$ cat src/hdl/srctl_pkg.sv
// ----------------------------------------------------------------------------
// srctl_pkg: shared types and constants for the stream rate controller
// Field widths, register indexes, reset values, the sequencer's state
// encoding and the command and status bundles between control and datapath.
// ----------------------------------------------------------------------------
`default_nettype none

package srctl_pkg;

  // Field widths
  localparam int OCC_W      = 24;
  localparam int GAMMA_W    = 16;
  localparam int RATE_W     = 32;
  localparam int STEP_W     = 31;
  localparam int FACTOR_W   = 25;
  localparam int GAIN_W     = 24;
  localparam int PAYLOAD_W  = 16;
  localparam int MODE_W     = 2;
  localparam int ERR_W      = OCC_W + 1;
  localparam int GP_W       = GAMMA_W + PAYLOAD_W;

  // Configuration port
  localparam int CFG_IDX_W  = 3;
  localparam int CFG_DATA_W = 32;

  // Shared multiplier: signed A by unsigned B
  localparam int MUL_A_W    = 33;
  localparam int MUL_B_W    = 25;
  localparam int MUL_P_W    = MUL_A_W + MUL_B_W + 1;
  localparam int DLOW_W     = MUL_A_W - 1;

  // Register reset values
  localparam logic [STEP_W-1:0]          STEP_RST    = STEP_W'(65536);
  localparam logic [FACTOR_W-1:0]        FACTOR_RST  = FACTOR_W'(8388608);
  localparam logic [GAIN_W-1:0]          GAIN_RST    = '0;
  localparam logic [PAYLOAD_W-1:0]       PAYLOAD_RST = PAYLOAD_W'(1024);
  localparam logic signed [RATE_W-1:0]   RATE_RST    = RATE_W'(65536);

  // Rate range ends
  localparam logic signed [RATE_W-1:0]   RATE_MAX    = {1'b0, {(RATE_W-1){1'b1}}};
  localparam logic signed [RATE_W-1:0]   RATE_MIN    = {1'b1, {(RATE_W-1){1'b0}}};

  typedef enum logic [MODE_W-1:0] {
    MODE_ADD   = 2'd0,
    MODE_MULT  = 2'd1,
    MODE_PROP  = 2'd2,
    MODE_DRAIN = 2'd3
  } mode_t;

  typedef enum logic [CFG_IDX_W-1:0] {
    REG_MODE    = 3'd0,
    REG_STEP    = 3'd1,
    REG_FACTOR  = 3'd2,
    REG_EGAIN   = 3'd3,
    REG_DGAIN   = 3'd4,
    REG_PAYLOAD = 3'd5,
    REG_INIT    = 3'd6
  } reg_idx_t;

  typedef struct packed {
    mode_t                  mode;
    logic [STEP_W-1:0]      rate_step;
    logic [FACTOR_W-1:0]    decrease_factor;
    logic [GAIN_W-1:0]      error_gain;
    logic [GAIN_W-1:0]      drain_gain;
    logic [PAYLOAD_W-1:0]   payload_bytes;
  } srctl_cfg_t;

  typedef enum logic [3:0] {
    S_IDLE,
    S_DECODE,
    S_SCALE,
    S_TERM,
    S_DRAIN,
    S_MUL_DL,
    S_MUL_DH,
    S_DACC,
    S_SUB,
    S_DONE
  } state_t;

  typedef enum logic [2:0] {
    MUL_RATE,
    MUL_ERR,
    MUL_PAY,
    MUL_DLOW,
    MUL_DHIGH
  } mul_sel_t;

  typedef enum logic [2:0] {
    ACC_HOLD,
    ACC_ADD_STEP,
    ACC_SUB_STEP,
    ACC_SCALE,
    ACC_ADD_TERM,
    ACC_SUB_DRAIN
  } acc_op_t;

  typedef enum logic [1:0] {
    DACC_HOLD,
    DACC_LOAD,
    DACC_ADD_HIGH
  } dacc_op_t;

  typedef struct packed {
    logic      load;
    mul_sel_t  mul_sel;
    acc_op_t   acc_op;
    logic      drain_load;
    dacc_op_t  dacc_op;
    logic      commit;
  } srctl_cmd_t;

  typedef struct packed {
    logic err_pos;
    logic err_neg;
  } srctl_status_t;

endpackage

`default_nettype wire

$ cat src/hdl/srctl_ctrl.sv
// ----------------------------------------------------------------------------
// srctl_ctrl: update sequencer
// Steps each feedback item through the shared multiplier and accumulator
// according to the control mode, then commits into the output register.
// ----------------------------------------------------------------------------
`default_nettype none

module srctl_ctrl (
  input  wire logic                     clk,
  input  wire logic                     rst,
  input  wire logic                     in_valid,
  output logic                          in_ready,
  output logic                          out_valid,
  input  wire logic                     out_ready,
  input  wire srctl_pkg::mode_t         mode,
  input  wire srctl_pkg::srctl_status_t status,
  output srctl_pkg::srctl_cmd_t         cmd
);

  srctl_pkg::state_t state;
  srctl_pkg::state_t state_next;
  logic              out_free;

  assign in_ready = (state == srctl_pkg::S_IDLE);
  assign out_free = !out_valid || out_ready;

  // State register
  always_ff @(posedge clk) begin
    if (rst) begin
      state <= srctl_pkg::S_IDLE;
    end else begin
      state <= state_next;
    end
  end

  // Next state and datapath commands
  always_comb begin
    state_next      = state;
    cmd.load        = 1'b0;
    cmd.mul_sel     = srctl_pkg::MUL_RATE;
    cmd.acc_op      = srctl_pkg::ACC_HOLD;
    cmd.drain_load  = 1'b0;
    cmd.dacc_op     = srctl_pkg::DACC_HOLD;
    cmd.commit      = 1'b0;
    case (state)
      srctl_pkg::S_IDLE: begin
        if (in_valid) begin
          cmd.load   = 1'b1;
          state_next = srctl_pkg::S_DECODE;
        end
      end
      srctl_pkg::S_DECODE: begin
        // first product: rate by factor, or error by gain
        cmd.mul_sel = (mode == srctl_pkg::MODE_MULT) ? srctl_pkg::MUL_RATE
                                                     : srctl_pkg::MUL_ERR;
        case (mode)
          srctl_pkg::MODE_ADD: begin
            if (status.err_pos) begin
              cmd.acc_op = srctl_pkg::ACC_ADD_STEP;
            end else if (status.err_neg) begin
              cmd.acc_op = srctl_pkg::ACC_SUB_STEP;
            end
            state_next = srctl_pkg::S_DONE;
          end
          srctl_pkg::MODE_MULT: begin
            if (status.err_pos) begin
              cmd.acc_op = srctl_pkg::ACC_ADD_STEP;
            end
            state_next = status.err_neg ? srctl_pkg::S_SCALE : srctl_pkg::S_DONE;
          end
          default: begin
            state_next = srctl_pkg::S_TERM;
          end
        endcase
      end
      srctl_pkg::S_SCALE: begin
        cmd.acc_op = srctl_pkg::ACC_SCALE;
        state_next = srctl_pkg::S_DONE;
      end
      srctl_pkg::S_TERM: begin
        cmd.acc_op  = srctl_pkg::ACC_ADD_TERM;
        cmd.mul_sel = srctl_pkg::MUL_PAY;
        state_next  = (mode == srctl_pkg::MODE_DRAIN) ? srctl_pkg::S_DRAIN
                                                      : srctl_pkg::S_DONE;
      end
      srctl_pkg::S_DRAIN: begin
        cmd.drain_load = 1'b1;
        state_next     = srctl_pkg::S_MUL_DL;
      end
      srctl_pkg::S_MUL_DL: begin
        cmd.mul_sel = srctl_pkg::MUL_DLOW;
        state_next  = srctl_pkg::S_MUL_DH;
      end
      srctl_pkg::S_MUL_DH: begin
        cmd.dacc_op = srctl_pkg::DACC_LOAD;
        cmd.mul_sel = srctl_pkg::MUL_DHIGH;
        state_next  = srctl_pkg::S_DACC;
      end
      srctl_pkg::S_DACC: begin
        cmd.dacc_op = srctl_pkg::DACC_ADD_HIGH;
        state_next  = srctl_pkg::S_SUB;
      end
      srctl_pkg::S_SUB: begin
        cmd.acc_op = srctl_pkg::ACC_SUB_DRAIN;
        state_next = srctl_pkg::S_DONE;
      end
      srctl_pkg::S_DONE: begin
        // wait for the output register to free up
        if (out_free) begin
          cmd.commit = 1'b1;
          state_next = srctl_pkg::S_IDLE;
        end
      end
      default: begin
        state_next = srctl_pkg::S_IDLE;
      end
    endcase
  end

  // Output valid flag
  always_ff @(posedge clk) begin
    if (rst) begin
      out_valid <= 1'b0;
    end else if (cmd.commit) begin
      out_valid <= 1'b1;
    end else if (out_ready) begin
      out_valid <= 1'b0;
    end
  end

  // An accepted beat always starts decoding
  a_accept_decode: assert property (@(posedge clk) disable iff (rst)
    (state == srctl_pkg::S_IDLE && in_valid) |=> (state == srctl_pkg::S_DECODE))
    else $error("accepted item did not enter decode");

  // A result only appears after the commit state
  a_result_after_done: assert property (@(posedge clk) disable iff (rst)
    $rose(out_valid) |-> $past(state == srctl_pkg::S_DONE))
    else $error("result raised outside commit");

  // The drain path is only walked in drain mode
  a_drain_mode: assert property (@(posedge clk) disable iff (rst)
    (state == srctl_pkg::S_DRAIN) |-> (mode == srctl_pkg::MODE_DRAIN))
    else $error("drain term computed outside drain mode");

endmodule

`default_nettype wire

$ cat config.mk
export PLATFORM = sky130hd
export DESIGN_NAME = srctl_ctrl
export DESIGN_NICKNAME = d
export VERILOG_FILES = /design/src/hdl/srctl_pkg.sv /design/src/hdl/srctl_ctrl.sv
export SDC_FILE = /design/constraint.sdc
export NUM_CORES = 1
export LEC_CHECK = 0
export CAP_MARGIN = 20
export CELL_PAD_IN_SITES_DETAIL_PLACEMENT = 1
export CELL_PAD_IN_SITES_GLOBAL_PLACEMENT = 2
export CORE_UTILIZATION = 23
export CTS_CLUSTER_SIZE = 25
export DETAILED_ROUTE_END_ITERATION = 16
export DONT_BUFFER_PORTS = 1
export PLACE_DENSITY_LB_ADDON = 0.1
export SLEW_MARGIN = 15
export SYNTH_ARGS = -nofsm -noshare
export SYNTH_HDL_FRONTEND = slang
export SYNTH_SLANG_ARGS = --single-unit
$ cat constraint.sdc
create_clock -name clk -period 1.7 [get_ports clk]
set_input_delay 0.255 -clock clk [delete_from_list [all_inputs] [get_ports clk]]
set_output_delay 0.255 -clock clk [all_outputs]
set_load 0.05 [all_outputs]
==> results by group <==
Outcome
  – Status: complete, but fails checks
  – Failing checks: setup timing

CTS
  – Clock buffer count from CTS: 3
  – CTS sink count: 5
  – Clock-pin slew on the worst setup and hold paths: 0.05 ns
  – Max H-tree Level: 1
  – CTS tree: yes
  – Hold Buf Count CTS: 0
  – Clock latency at the later pin of the worst-skew pair: 0.26 ns
  – Clk root buf: clkbuf_4
  – Clock tree buffer depth: 2

STA
  – Skew final: 0.00429 ns
  – Worst-margin pin slew: 0.312 ns
  – Worst rel slew slack: 79.0%
  – Period utilization: 100%
  – Max Clock Freq: 586 MHz
  – Min Hold Slack: 0.0579 ns
  – Fin crit period: 1.71 ns
  – RSZ-0062 raised after global routing: yes
  – Pins Over Slew Limit: 0
  – Final Worst Setup Slack: -0.00518 ns
  – Final Hold Violating Endpoints: 0
  – Setup Viol. Count Final: 1

Final layout
  – Core Util, Final: 44.1%
  – ANT cells: 0
  – Nets: 96
  – Design area: 866 µm²
  – Commonest non-fill, non-tap cells in the layout: buf_4 (13), nor2_1 (8), buf_12 (8)
  – Commonest non-fill, non-tap cell in the layout: buf_4
  – Final Non-Filler Cells: 114
  – Area Growth Syn to Fin: 81.6%
  – Fraction of layout cells with a size suffix above 1: 49.4%

Setup path
  – Critical path's slowest cell: or3b_4
  – CP max FO: 6
  – R2R setup slack: 0.24 ns
  – Setup CP Type: reg -> out
  – CP cell instances: nand2b_4 > or3b_4 > nor2b_4 > buf_12
  – WP data arrival: 1.45 ns
  – Critical Path Source: state[1]
  – R2R Path Start: state[0]
  – CP required: 1.44 ns
  – CP Capture Type: output pin
  – R2R cell count: 4
  – Reg2reg end: state[0]
  – Critical Path Source Type: register
  – CP max stage delay: 0.42 ns

Place
  – Placer congestion estimate: 0.742
  – Cell Count Post-Placement: 108
  – I/O Buffers: 0
  – DP Wirelength: 1130 µm
  – Placed Instance Area: 779 µm²

Synthesis
  – Ys flop type: dfxtp_1
  – #FFs+latches synth: 5
  – Syn Inst Count: 67
  – Net Count, Synth: 75
  – Sequential-to-total area share from yosys stat: 21.0%
  – Syn_area_per_cell: 7.12 µm²
  – Post-synthesis async set-or-reset flop share: 0%
  – Yosys warning count: 0
  – Synthesized area: 477 µm²
  – Post-synth EDFFs: 0
  – Unique masters post-synth: 28

Global route
  – First-pass GRT wire length: 2420 µm
  – Vias in the first global route: 534
  – Initial antenna violation count: 0
  – All-Layer GR Usage: 15.8%
  – Met2 usage: 24.9%
  – Met1 Use GR: 19.6%
  – Largest net degree at the start of global routing: 16
  – Total grt overflow: 0
  – GRT Max-Usage Layer: met2
  – Grt met3 use: 7.55%

Run
  – Max cap viols: 0

Die
  – Chip height: 47.5 µm
  – Starting Density: 24.3%
  – Die extent in x: 47.5 µm
  – Die footprint: 2260 µm²
  – Cell row count: 16
  – Core ar.: 1960 µm²
  – # IOs: 21

Min path
  – HP Class: in -> reg
  – Hold_sp: rst
  – WHS Endpoint: state[3]
  – Hold depth: 1

Power and ir drop
  – Power Density: 1430 nW/µm²
  – Power Total: 1240 µW
  – Worst vdd ir: 0.000565 V
  – Cell leakage power: 0.000326 µW

Detailed routing
  – Antenna Nets Post-Route: 0
  – DR WL/cell: 13.8 µm
  – Detailed Route Iter0 Violations: 6
  – DR pass1 iterations: 4
  – DR vias/cell: 4.96
  – WL final: 1580 µm
  – Vias: 566
  – DR DRC count: 0
==> registers in the layout, indices dropped and copies added (netlist names) <==
signal / flops
state: 4
out_valid: 1
==> cell usage after synthesis, types with 2 or more instances <==
library cell	instances	area, µm²
nor2b_1	6	37.5
nand2_1	5	18.8
dfxtp_1	5	100
and2_1	2	12.5
a21oi_1	5	25.0
nor4_1	4	25.0
nor2_1	8	30.0
xnor2_1	2	17.5
buf_2	4	20.0
nor3_1	5	25.0
nand2b_1	2	12.5
a211oi_1	3	22.5
==> power by group <==
| part | internal (µW) | switching, µW |
|---|---|---|
| Combinational | 377 | 521 |
| Clock | 89.5 | 60.7 |
| Sequential | 149 | 39.0 |
| Total | 615 | 621 |
==> metal layers <==
metal	vias up	wire, µm
li1	280	-
met1	265	713
met2	21	757
met3	0	103
met4	0	0
met5	-	0
==> critical path: cells and delay by family, from the launching register on <==
| kind | cells | cell delay (ns) |
|---|---|---|
| DFF | 1 | 0.33 |
| and+or+nand+nor | 3 | 0.73 |
| buffers and inverters | 1 | 0.14 |
==> stage by stage <==
step                      setup WS, ns  setup TNS, ns
final                         -0.00518       -0.00518
after detailed placement         0.164              0
after global placement           0.173              0
after CTS                     0.000822              0
after floorplan                 -0.267         -0.449
after global routing           -0.0646         -0.163
==> logic make-up after synthesis <==
logic type      synth area share (%)
buf+inv                         8.13
simple gates                    44.1
xor+xnor                        3.68
flops                           21.0
compound gates                  23.1
==> layout make-up <==
cell class / count / area [µm²]
clock buffer: 4 / 26.3
fill: 248 / 1100
inverter: 1 / 3.75
multi-input combinational: 55 / 427
sequential: 5 / 106
tap: 27 / 33.8
timing repair buffer: 22 / 269
==> worst max-delay path by stage <==
stage,slack [ns],cells past startpoint,end
2_1_floorplan,-0.27,4,cmd[10]
3_3_place_gp,0.17,5,state[0]
3_5_place_dp,0.16,5,state[0]
4_1_cts,0.0008,4,cmd[10]
5_1_grt,-0.06,4,cmd[0]
6_report,-0.005,4,cmd[0]
==> what timing repair did <==
action                     in CTS  in global routing
setup endpoints to repair       7                  5
buffers inserted                0                  2
pin swaps                       0                  1
resized for setup               6                  6
No activity file was read; power rests on OpenSTA's default activity.
