==> config.mk <==
export PLATFORM = sky130hd
export DESIGN_NAME = srctl_regs_flat
export DESIGN_NICKNAME = d
export VERILOG_FILES = /design/src/hdl/srctl_pkg.sv /design/src/hdl/srctl_cfg_if.sv /design/src/hdl/srctl_regs.sv /design/src/flat_wrapper.sv
export SDC_FILE = /design/constraint.sdc
export NUM_CORES = 1
export LEC_CHECK = 0
export BUFFER_PORTS_ARGS = -buffer_cell sky130_fd_sc_hd__buf_2
export CELL_PAD_IN_SITES_DETAIL_PLACEMENT = 1
export CELL_PAD_IN_SITES_GLOBAL_PLACEMENT = 1
export CORE_ASPECT_RATIO = 0.5
export CORE_MARGIN = 5
export CORE_UTILIZATION = 35
export CTS_BUF_LIST = sky130_fd_sc_hd__clkbuf_8
export CTS_CLUSTER_SIZE = 24
export DETAILED_ROUTE_END_ITERATION = 7
export GPL_TIMING_DRIVEN = 0
export HOLD_SLACK_MARGIN = 0.02
export PLACE_DENSITY_LB_ADDON = 0.1
export RECOVER_POWER = 100
export SLEW_MARGIN = 20
export SYNTH_ARGS = -nofsm -noshare
export SYNTH_HDL_FRONTEND = slang
export SYNTH_SLANG_ARGS = --single-unit
export TNS_END_PERCENT = 10
==> constraint.sdc <==
create_clock -name clk -period 1.2 [get_ports clk]
set_clock_uncertainty 0.05 [all_clocks]
set_input_delay 0.12 -clock clk [delete_from_list [all_inputs] [get_ports clk]]
set_output_delay 0.12 -clock clk [all_outputs]
set_load 0.05 [all_outputs]
==> src/hdl/srctl_pkg.sv <==
// ----------------------------------------------------------------------------
// srctl_pkg: shared types and constants for the stream rate controller
// Field widths, register indexes, reset values, the sequencer's state
// encoding and the command and status bundles between control and datapath.
// ----------------------------------------------------------------------------
`default_nettype none

package srctl_pkg;

  // Field widths
  localparam int OCC_W      = 24;
  localparam int GAMMA_W    = 16;
  localparam int RATE_W     = 32;
  localparam int STEP_W     = 31;
  localparam int FACTOR_W   = 25;
  localparam int GAIN_W     = 24;
  localparam int PAYLOAD_W  = 16;
  localparam int MODE_W     = 2;
  localparam int ERR_W      = OCC_W + 1;
  localparam int GP_W       = GAMMA_W + PAYLOAD_W;

  // Configuration port
  localparam int CFG_IDX_W  = 3;
  localparam int CFG_DATA_W = 32;

  // Shared multiplier: signed A by unsigned B
  localparam int MUL_A_W    = 33;
  localparam int MUL_B_W    = 25;
  localparam int MUL_P_W    = MUL_A_W + MUL_B_W + 1;
  localparam int DLOW_W     = MUL_A_W - 1;

  // Register reset values
  localparam logic [STEP_W-1:0]          STEP_RST    = STEP_W'(65536);
  localparam logic [FACTOR_W-1:0]        FACTOR_RST  = FACTOR_W'(8388608);
  localparam logic [GAIN_W-1:0]          GAIN_RST    = '0;
  localparam logic [PAYLOAD_W-1:0]       PAYLOAD_RST = PAYLOAD_W'(1024);
  localparam logic signed [RATE_W-1:0]   RATE_RST    = RATE_W'(65536);

  // Rate range ends
  localparam logic signed [RATE_W-1:0]   RATE_MAX    = {1'b0, {(RATE_W-1){1'b1}}};
  localparam logic signed [RATE_W-1:0]   RATE_MIN    = {1'b1, {(RATE_W-1){1'b0}}};

  typedef enum logic [MODE_W-1:0] {
    MODE_ADD   = 2'd0,
    MODE_MULT  = 2'd1,
    MODE_PROP  = 2'd2,
    MODE_DRAIN = 2'd3
  } mode_t;

  typedef enum logic [CFG_IDX_W-1:0] {
    REG_MODE    = 3'd0,
    REG_STEP    = 3'd1,
    REG_FACTOR  = 3'd2,
    REG_EGAIN   = 3'd3,
    REG_DGAIN   = 3'd4,
    REG_PAYLOAD = 3'd5,
    REG_INIT    = 3'd6
  } reg_idx_t;

  typedef struct packed {
    mode_t                  mode;
    logic [STEP_W-1:0]      rate_step;
    logic [FACTOR_W-1:0]    decrease_factor;
    logic [GAIN_W-1:0]      error_gain;
    logic [GAIN_W-1:0]      drain_gain;
    logic [PAYLOAD_W-1:0]   payload_bytes;
  } srctl_cfg_t;

  typedef enum logic [3:0] {
    S_IDLE,
    S_DECODE,
    S_SCALE,
    S_TERM,
    S_DRAIN,
    S_MUL_DL,
    S_MUL_DH,
    S_DACC,
    S_SUB,
    S_DONE
  } state_t;

  typedef enum logic [2:0] {
    MUL_RATE,
    MUL_ERR,
    MUL_PAY,
    MUL_DLOW,
    MUL_DHIGH
  } mul_sel_t;

  typedef enum logic [2:0] {
    ACC_HOLD,
    ACC_ADD_STEP,
    ACC_SUB_STEP,
    ACC_SCALE,
    ACC_ADD_TERM,
    ACC_SUB_DRAIN
  } acc_op_t;

  typedef enum logic [1:0] {
    DACC_HOLD,
    DACC_LOAD,
    DACC_ADD_HIGH
  } dacc_op_t;

  typedef struct packed {
    logic      load;
    mul_sel_t  mul_sel;
    acc_op_t   acc_op;
    logic      drain_load;
    dacc_op_t  dacc_op;
    logic      commit;
  } srctl_cmd_t;

  typedef struct packed {
    logic err_pos;
    logic err_neg;
  } srctl_status_t;

endpackage

`default_nettype wire

==> src/hdl/srctl_cfg_if.sv <==
// ----------------------------------------------------------------------------
// srctl_cfg_if: configuration write channel
// Valid/ready channel carrying a register index and write data per beat.
// ----------------------------------------------------------------------------
`default_nettype none

interface srctl_cfg_if;
  logic                                 valid;
  logic                                 ready;
  logic [srctl_pkg::CFG_IDX_W-1:0]      index;
  logic [srctl_pkg::CFG_DATA_W-1:0]     data;

  modport source (output valid, output index, output data, input ready);
  modport sink   (input valid, input index, input data, output ready);
endinterface

`default_nettype wire

==> src/hdl/srctl_regs.sv <==
// ----------------------------------------------------------------------------
// srctl_regs: configuration register bank
// Decodes write beats into the control registers; a write to the initial
// rate register raises a one-cycle load towards the datapath.
// ----------------------------------------------------------------------------
`default_nettype none

module srctl_regs (
  input  wire logic                              clk,
  input  wire logic                              rst,
  srctl_cfg_if.sink                              cfg,
  output srctl_pkg::srctl_cfg_t                  regs,
  output logic                                   rate_load,
  output logic signed [srctl_pkg::RATE_W-1:0]    rate_init
);

  logic wr;

  // Writes are always taken
  assign cfg.ready = 1'b1;
  assign wr        = cfg.valid;

  // Initial rate goes straight into the kept rate
  assign rate_load = wr && (cfg.index == srctl_pkg::REG_INIT);
  assign rate_init = cfg.data[srctl_pkg::RATE_W-1:0];

  // Register writes; unknown indexes are dropped
  always_ff @(posedge clk) begin
    if (rst) begin
      regs.mode            <= srctl_pkg::MODE_ADD;
      regs.rate_step       <= srctl_pkg::STEP_RST;
      regs.decrease_factor <= srctl_pkg::FACTOR_RST;
      regs.error_gain      <= srctl_pkg::GAIN_RST;
      regs.drain_gain      <= srctl_pkg::GAIN_RST;
      regs.payload_bytes   <= srctl_pkg::PAYLOAD_RST;
    end else if (wr) begin
      case (cfg.index)
        srctl_pkg::REG_MODE: begin
          regs.mode <= srctl_pkg::mode_t'(cfg.data[srctl_pkg::MODE_W-1:0]);
        end
        srctl_pkg::REG_STEP: begin
          regs.rate_step <= cfg.data[srctl_pkg::STEP_W-1:0];
        end
        srctl_pkg::REG_FACTOR: begin
          regs.decrease_factor <= cfg.data[srctl_pkg::FACTOR_W-1:0];
        end
        srctl_pkg::REG_EGAIN: begin
          regs.error_gain <= cfg.data[srctl_pkg::GAIN_W-1:0];
        end
        srctl_pkg::REG_DGAIN: begin
          regs.drain_gain <= cfg.data[srctl_pkg::GAIN_W-1:0];
        end
        srctl_pkg::REG_PAYLOAD: begin
          regs.payload_bytes <= cfg.data[srctl_pkg::PAYLOAD_W-1:0];
        end
        default: begin
        end
      endcase
    end
  end

endmodule

`default_nettype wire

==> src/flat_wrapper.sv <==
// flat-port wrapper written by rule: the top's interface ports become plain ports
module srctl_regs_flat 
  (clk, rst, regs, rate_load, rate_init, cfg_valid, cfg_index, cfg_data, cfg_ready);
  srctl_cfg_if cfg_i ();
  input  wire logic clk;
  input  wire logic rst;
  output srctl_pkg::srctl_cfg_t regs;
  output logic rate_load;
  output logic signed [srctl_pkg::RATE_W-1:0] rate_init;
  input wire logic [$bits(cfg_i.valid)-1:0] cfg_valid;
  input wire logic [$bits(cfg_i.index)-1:0] cfg_index;
  input wire logic [$bits(cfg_i.data)-1:0] cfg_data;
  output wire logic [$bits(cfg_i.ready)-1:0] cfg_ready;
  assign cfg_i.valid = cfg_valid;
  assign cfg_i.index = cfg_index;
  assign cfg_i.data = cfg_data;
  assign cfg_ready = cfg_i.ready;
  srctl_regs u_core (.clk(clk), .rst(rst), .cfg(cfg_i), .regs(regs), .rate_load(rate_load), .rate_init(rate_init));
endmodule
==> results of run 1 <==
-- placed cells by master (no fill, tap or decap) --
master           n
and4bb_2         1
and4bb_1         1
or4b_4           1
buf_4           91
clkbuf_1        49
mux2i_1        122
dlygate4sd3_1   18
nand2b_1       150
nor2_1           6
conb_1           1
inv_1            2
bufinv_16        3
clkbuf_2         3
buf_2           36
and4b_1          1
dfxtp_2         18
clkinv_4         5
buf_6           75
clkinvlp_4       2
dfxtp_1        104
inv_6            2
clkbuf_8        18
and4b_2          1
nand4b_1         2
nand4bb_1        2
-- how the worst max path moves through the flow --
stage | endpoint | slack (ns) | cells past startpoint
final | regs[25] | 0.05 | 1
after global routing | regs[47] | -0.01 | 1
after CTS | regs[92] | 0.002 | 1
after detailed placement | u_core.regs[27] | -0.30 | 4
after global placement | u_core.regs[28] | -0.25 | 4
after floorplan | u_core.regs[120] | 0.25 | 2
-- layout make-up --
cell class              instances  area share
multi-input cells             288       0.304
flip-flops and latches        122       0.328
clock buffers                  18      0.0330
plain buffers                  64      0.0580
clock inverters                14      0.0232
well taps                     198      0.0330
repair buffers                208       0.220
-- cells by family (layout without fill, tap and decap cells) --
group / Yosys count / after routing
flip-flops: 122 / 122
buffers and inverters: 64 / 304
AND/OR/NAND/NOR: 165 / 165
other: 1 / 1
multiplexers: 122 / 122
-- routing by layer --
layer | up-vias | GRT usage | routed length [microns]
li1 | 1985 | - | -
met1 | 1956 | 0.220 | 6960
met2 | 103 | 0.306 | 7590
met3 | 10 | 0.0578 | 989
met4 | 0 | 0.0449 | 76
met5 | - | 0 | 0
-- worst reg2reg max path: stages, from the launching register on --
cell      delay [ns]
dfxtp_1         0.36
nand2b_1        0.08
mux2i_1         0.17
-- per-stage QoR --
stage	setup WS, ns	instance area [sq um]	utilization	total power, uW
after CTS	0.00164	7320	0.506	9670
final	0.0498	7510	0.519	9530
after global routing	-0.0118	7510	0.519	9930
after detailed placement	-0.304	6370	0.440	5600
after floorplan	0.251	5170	-	5230
after global placement	-0.253	6370	0.440	5590
-- timing repair --
action,4_1_cts,5_1_grt
pin swaps,0,0
resized for setup,132,76
endpoints found under the setup margin,122,67
hold endpoints to repair,38,0
gates cloned,0,0
hold buffers,18,0
-- power by group through the flow --
stage	Clock [uW]	Combinational [uW]	Sequential, uW
3_5_place_dp	0	1320	4280
5_1_grt	4220	1500	4210
4_1_cts	4050	1420	4190
6_report	3920	1420	4200
2_1_floorplan	0	646	4580
3_3_place_gp	0	1310	4270
==> run_results.csv, run 1 <==
group,metric,value,unit
status,status,"completed",
worst_setup_path,end_kind,"output pin",
cells_and_area,antenna_cells,0,
pwr,seq_power_share,0.440,
sta,final_hold_viol_count,0,
grt,grt_max_degree,17,
flow_run,drv_cap,0,
sta,rsz0062_at_grt,"true",
yosys,yosysUniqueCellTypes,17,
yosys,synth_top_family_by_area,"multiplexers",
worst_setup_path,cp.arrival,0.98,ns
pwr,p_clk_frac,0.411,
placement,gp_congestion,0.718,
die,die-height,96.0,microns
worst_setup_path,timing.rr.start,"u_core.regs[17]",
yosys,synth_compound_area_frac,0,
cells_and_area,nets,739,
yosys,seq_area_frac_synth,0.472,
cts,cts_tree,"done",
cells_and_area,syn_to_final_growth,45.1,%
worst_setup_path,path_buf_inv,1,
detailed_routing,detail_route.wl_per_cell,17.1,microns
cells_and_area,fillers,1638,
yosys,syn_area_per_cell,10.9,sq um
detailed_routing,vias,4054,
cts,cts_setup_buffers,0,
yosys,synth-edff-count,0,
min_path,min-delay-start,"cfg_data[21]",
yosys,yosys.area_share.simple,0.206,
min_path,min_to,"u_core.regs[61]",
cts,clk_pin_slew,0.08,ns
placement,dp_cells,862,
cells_and_area,largest_reg_flops,122,
sta,worst_pin_slew,0.618,ns
detailed_routing,drtPass1Iterations,4,
grt,overflow,0,
yosys,synthTopCellsByCount,"nand2b_1, dfxtp_1, mux2i_1, buf_4, clkbuf_1",
yosys,synth.area.mux_share,0.236,
pwr,switching_share,0.289,
grt,grt_pass1_vias,4261,
die,ios,194,
yosys,yosysMostFrequentCell,"nand2b_1",
yosys,synth-xor-area-share,0,
cts,cts_buffers,17,
yosys,syn_inst,474,
sta,hold_ws,0.0264,ns
cts,cts.sink_count,122,
sta,fmax,869,MHz
yosys,synth-seq-cells,122,
yosys,synth_nets,512,
sta,fin_crit_sh,0.959,
cells_and_area,reg_top3,"u_core.regs: 122 flops",
die,rows,31,
cells_and_area,multi_input_area,2290,sq um
sta,slew_headroom,0.590,
grt,grt_pass1_wl,23800,microns
pwr,leakage,0.00360,uW
yosys,synth_top_area_cell,"dfxtp_1",
cts,cts_max_level,4,
die,die_area,17500,sq um
cells_and_area,drive_gt1_frac,0.359,
cts,clock_latency,0.42,ns
sta,fin_crit,1.15,ns
yosys,synth_area_leaders,"dfxtp_1, mux2i_1, nand2b_1",
detailed_routing,wl,15600,microns
worst_setup_path,max_stage_delay,0.38,ns
min_path,whs_path_depth,3,
yosys,yosysWarnings,0,
cells_and_area,fin_cells,912,
worst_setup_path,worst_setup_path_start_kind,"flop",
yosys,synth-adder-area-share,0,
worst_setup_path,crit_chain,"buf_6",
worst_setup_path,critPathKind,"flop to output pin",
pwr,ir_worst_vdd,0.617,mV
grt,grt.total_usage,0.178,
cts,clockRootBuffer,"clkbuf_8",
detailed_routing,via_per_inst,4.45,
sta,final.setup.tns,0,ns
worst_setup_path,worstPathMaxFanout,2,
yosys,synthArstFlopShare,0,
yosys,yosys.area.top_type_share,0.472,
worst_setup_path,worst_path_max_delay_cell,"dfxtp_1",
worst_setup_path,worstRegToRegCells,2,
die,dieWidth,182,microns
cells_and_area,ff_latch_area,2460,sq um
placement,dp_hpwl,11000,microns
die,core,14500,sq um
sta,maxSlewViolCount,0,
worst_setup_path,crit_family,"flip-flops",
min_path,hold_path.class,"input pin to flop",
pwr,powerDensity,1270,nW/um^2
cts,clk_path_buf_depth,2,
grt,antenna_found_initial,0,
detailed_routing,drt_iter0_markers,86,
worst_setup_path,crit_required,1.03,ns
detailed_routing,drc_errors,0,
yosys,syn_area,5170,sq um
worst_setup_path,regToRegEndpoint,"u_core.regs[17]",
detailed_routing,antenna_left,0,
sta,setup-violations-final,0,
pwr,p_int,6780,uW
pwr,combPwrFrac,0.149,
worst_setup_path,reg2reg_slack,0.46,ns
yosys,synth_flop_cell,"dfxtp_1",
die,start_util,0.358,
pwr,p_sw,2760,uW
worst_setup_path,critPathLaunch,"u_core.regs[25]",
placement,io_buffers,190,
cells_and_area,regMostFlops,"u_core.regs",
Note: power is estimated with default switching activity, not from simulation.
==> inputs of run 2 (changes only) <==
PLACE_DENSITY = 0.74   (was not set)
PLACE_DENSITY_LB_ADDON = not set   (was 0.1)
==> run 2 against run 1 <==
Compared with the run above:
- global-route usage decreased by 0.13 points
- utilization is 2.0 points lower
- largest cell class unchanged
- critical endpoint is now regs[9]
- die area unchanged
- total power is 5.6% lower
- clock-buffer cell count fell by 1
- first-iteration DRC count is 26% higher
- non-clock buffer count fell by 4
- hold slack improved by 0.014 ns
- sequential power barely moved
- flip-flop and latch count stayed put
==> run_results.csv, run 2 (synthesis gave the netlist of run 1 again) <==
group,metric,value,unit
die,dieWidth,182,microns
sta,fin_crit_sh,0.963,
die,die_area,17500,sq um
detailed_routing,drc_errors,0,
worst_setup_path,worst_setup_path_start_kind,"flop",
sta,final_hold_viol_count,0,
detailed_routing,drtPass1Iterations,6,
detailed_routing,vias,4078,
grt,grt.total_usage,0.177,
placement,dp_hpwl,11300,microns
detailed_routing,drt_iter0_markers,108,
worst_setup_path,crit_family,"flip-flops",
die,start_util,0.358,
die,core,14500,sq um
worst_setup_path,end_kind,"output pin",
sta,maxSlewViolCount,0,
pwr,p_clk_frac,0.380,
worst_setup_path,crit_chain,"buf_4",
cells_and_area,nets,735,
cts,clock_latency,0.41,ns
worst_setup_path,worst_path_max_delay_cell,"dfxtp_1",
pwr,ir_worst_vdd,0.637,mV
min_path,hold_path.class,"input pin to flop",
pwr,seq_power_share,0.466,
worst_setup_path,max_stage_delay,0.36,ns
cts,cts_tree,"done",
sta,fmax,865,MHz
die,die-height,96.0,microns
status,status,"completed",
cts,clk_pin_slew,0.09,ns
detailed_routing,wl,15700,microns
sta,fin_crit,1.16,ns
cells_and_area,regMostFlops,"u_core.regs",
grt,overflow,0,
grt,grt_pass1_vias,4365,
flow_run,drv_cap,0,
cells_and_area,reg_top3,"u_core.regs: 122 flops",
cells_and_area,syn_to_final_growth,39.4,%
sta,rsz0062_at_grt,"false",
cells_and_area,largest_reg_flops,122,
cells_and_area,final_cell_mix,"nand2b_1, buf_4, mux2i_1",
worst_setup_path,critPathKind,"flop to output pin",
pwr,combPwrFrac,0.154,
worst_setup_path,cp.arrival,0.99,ns
cts,cts.sink_count,122,
cells_and_area,final_core_util,0.498,
sta,setup-violations-final,0,
grt,grt_max_degree,17,
cells_and_area,fillers,1656,
grt,grt_pass1_wl,24100,microns
cts,clockRootBuffer,"clkbuf_8",
cts,clk_path_buf_depth,2,
detailed_routing,antenna_left,0,
pwr,leakage,0.00351,uW
cells_and_area,drive_gt1_frac,0.341,
cells_and_area,antenna_cells,0,
sta,hold_ws,0.0404,ns
worst_setup_path,path_buf_inv,1,
sta,worst_pin_slew,0.661,ns
placement,dp_cells,862,
cells_and_area,multi_input_area,2290,sq um
cells_and_area,layout_commonest_cell,"nand2b_1",
die,ios,194,
cells_and_area,fin_cells,908,
pwr,powerDensity,1250,nW/um^2
pwr,p_int,6260,uW
cts,cts_buffers,17,
worst_setup_path,worstPathMaxFanout,2,
grt,antenna_found_initial,0,
detailed_routing,via_per_inst,4.49,
cts,cts_setup_buffers,0,
cells_and_area,ff_latch_area,2450,sq um
worst_setup_path,crit_required,1.03,ns
detailed_routing,detail_route.wl_per_cell,17.3,microns
placement,io_buffers,190,
placement,gp_congestion,0.736,
sta,slew_headroom,0.561,
pwr,p_sw,2740,uW
pwr,switching_share,0.305,
die,rows,31,
cts,cts_max_level,4,
==> run 2: repair_timing <==
item	CTS	global route
gates resized for setup	122	24
gates cloned	0	0
setup endpoints to repair	122	21
endpoints found under the hold margin	30	0
hold buffers	14	0
==> run 2: power groups by stage <==
stage / Combinational [uW] / Clock (uW) / Sequential, uW
2_1_floorplan: 646 / 0 / 4580
3_3_place_gp: 1300 / 0 / 4270
5_1_grt: 1470 / 3670 / 4200
4_1_cts: 1410 / 3500 / 4190
6_report: 1390 / 3420 / 4190
3_5_place_dp: 1320 / 0 / 4280
==> run 2: per-layer routing <==
| metal | global-route usage | part of all wire | vias to the layer above |
|---|---|---|---|
| li1 | - | - | 1978 |
| met1 | 0.210 | 0.43 | 2000 |
| met2 | 0.332 | 0.52 | 89 |
| met3 | 0.0366 | 0.040 | 11 |
| met4 | 0.0443 | 0.0084 | 0 |
| met5 | 0 | 0 | - |
==> run 2: worst reg2reg max path: cells and delay by family (launching register included) <==
family           cells  cell delay, ns
flip-flops           1            0.37
AND/OR/NAND/NOR      1            0.07
multiplexers         1            0.14
==> run 2: area by class of cell <==
class                      count  share of cell area
sequential                   122               0.339
multi-input combinational    288               0.317
timing repair buffer         204               0.199
buffer                        64              0.0604
tap                          198              0.0344
clock buffer                  17              0.0324
clock inverter                15              0.0177
==> run 2: metrics by stage <==
stage | power, uW | setup TNS [ns] | worst slack (ns) | cell area, sq um
6_report | 9000 | 0 | 0.0439 | 7210
5_1_grt | 9350 | 0 | 0.000372 | 7210
4_1_cts | 9090 | 0 | 0.00421 | 7180
3_5_place_dp | 5600 | -10.97 | -0.279 | 6370
3_3_place_gp | 5580 | -9.29 | -0.246 | 6370
2_1_floorplan | 5230 | 0 | 0.251 | 5170
==> run 2: path summary, 6_finish.rpt <==
kind	start	to	slack [ns]	cells after the start
max	u_core.regs[9]	regs[9]	0.04	1
min	cfg_data[21]	u_core.regs[110]	0.04	3
max reg2reg	u_core.regs[97]	u_core.regs[97]	0.50	2
min reg2reg	u_core.regs[118]	u_core.regs[118]	0.43	2
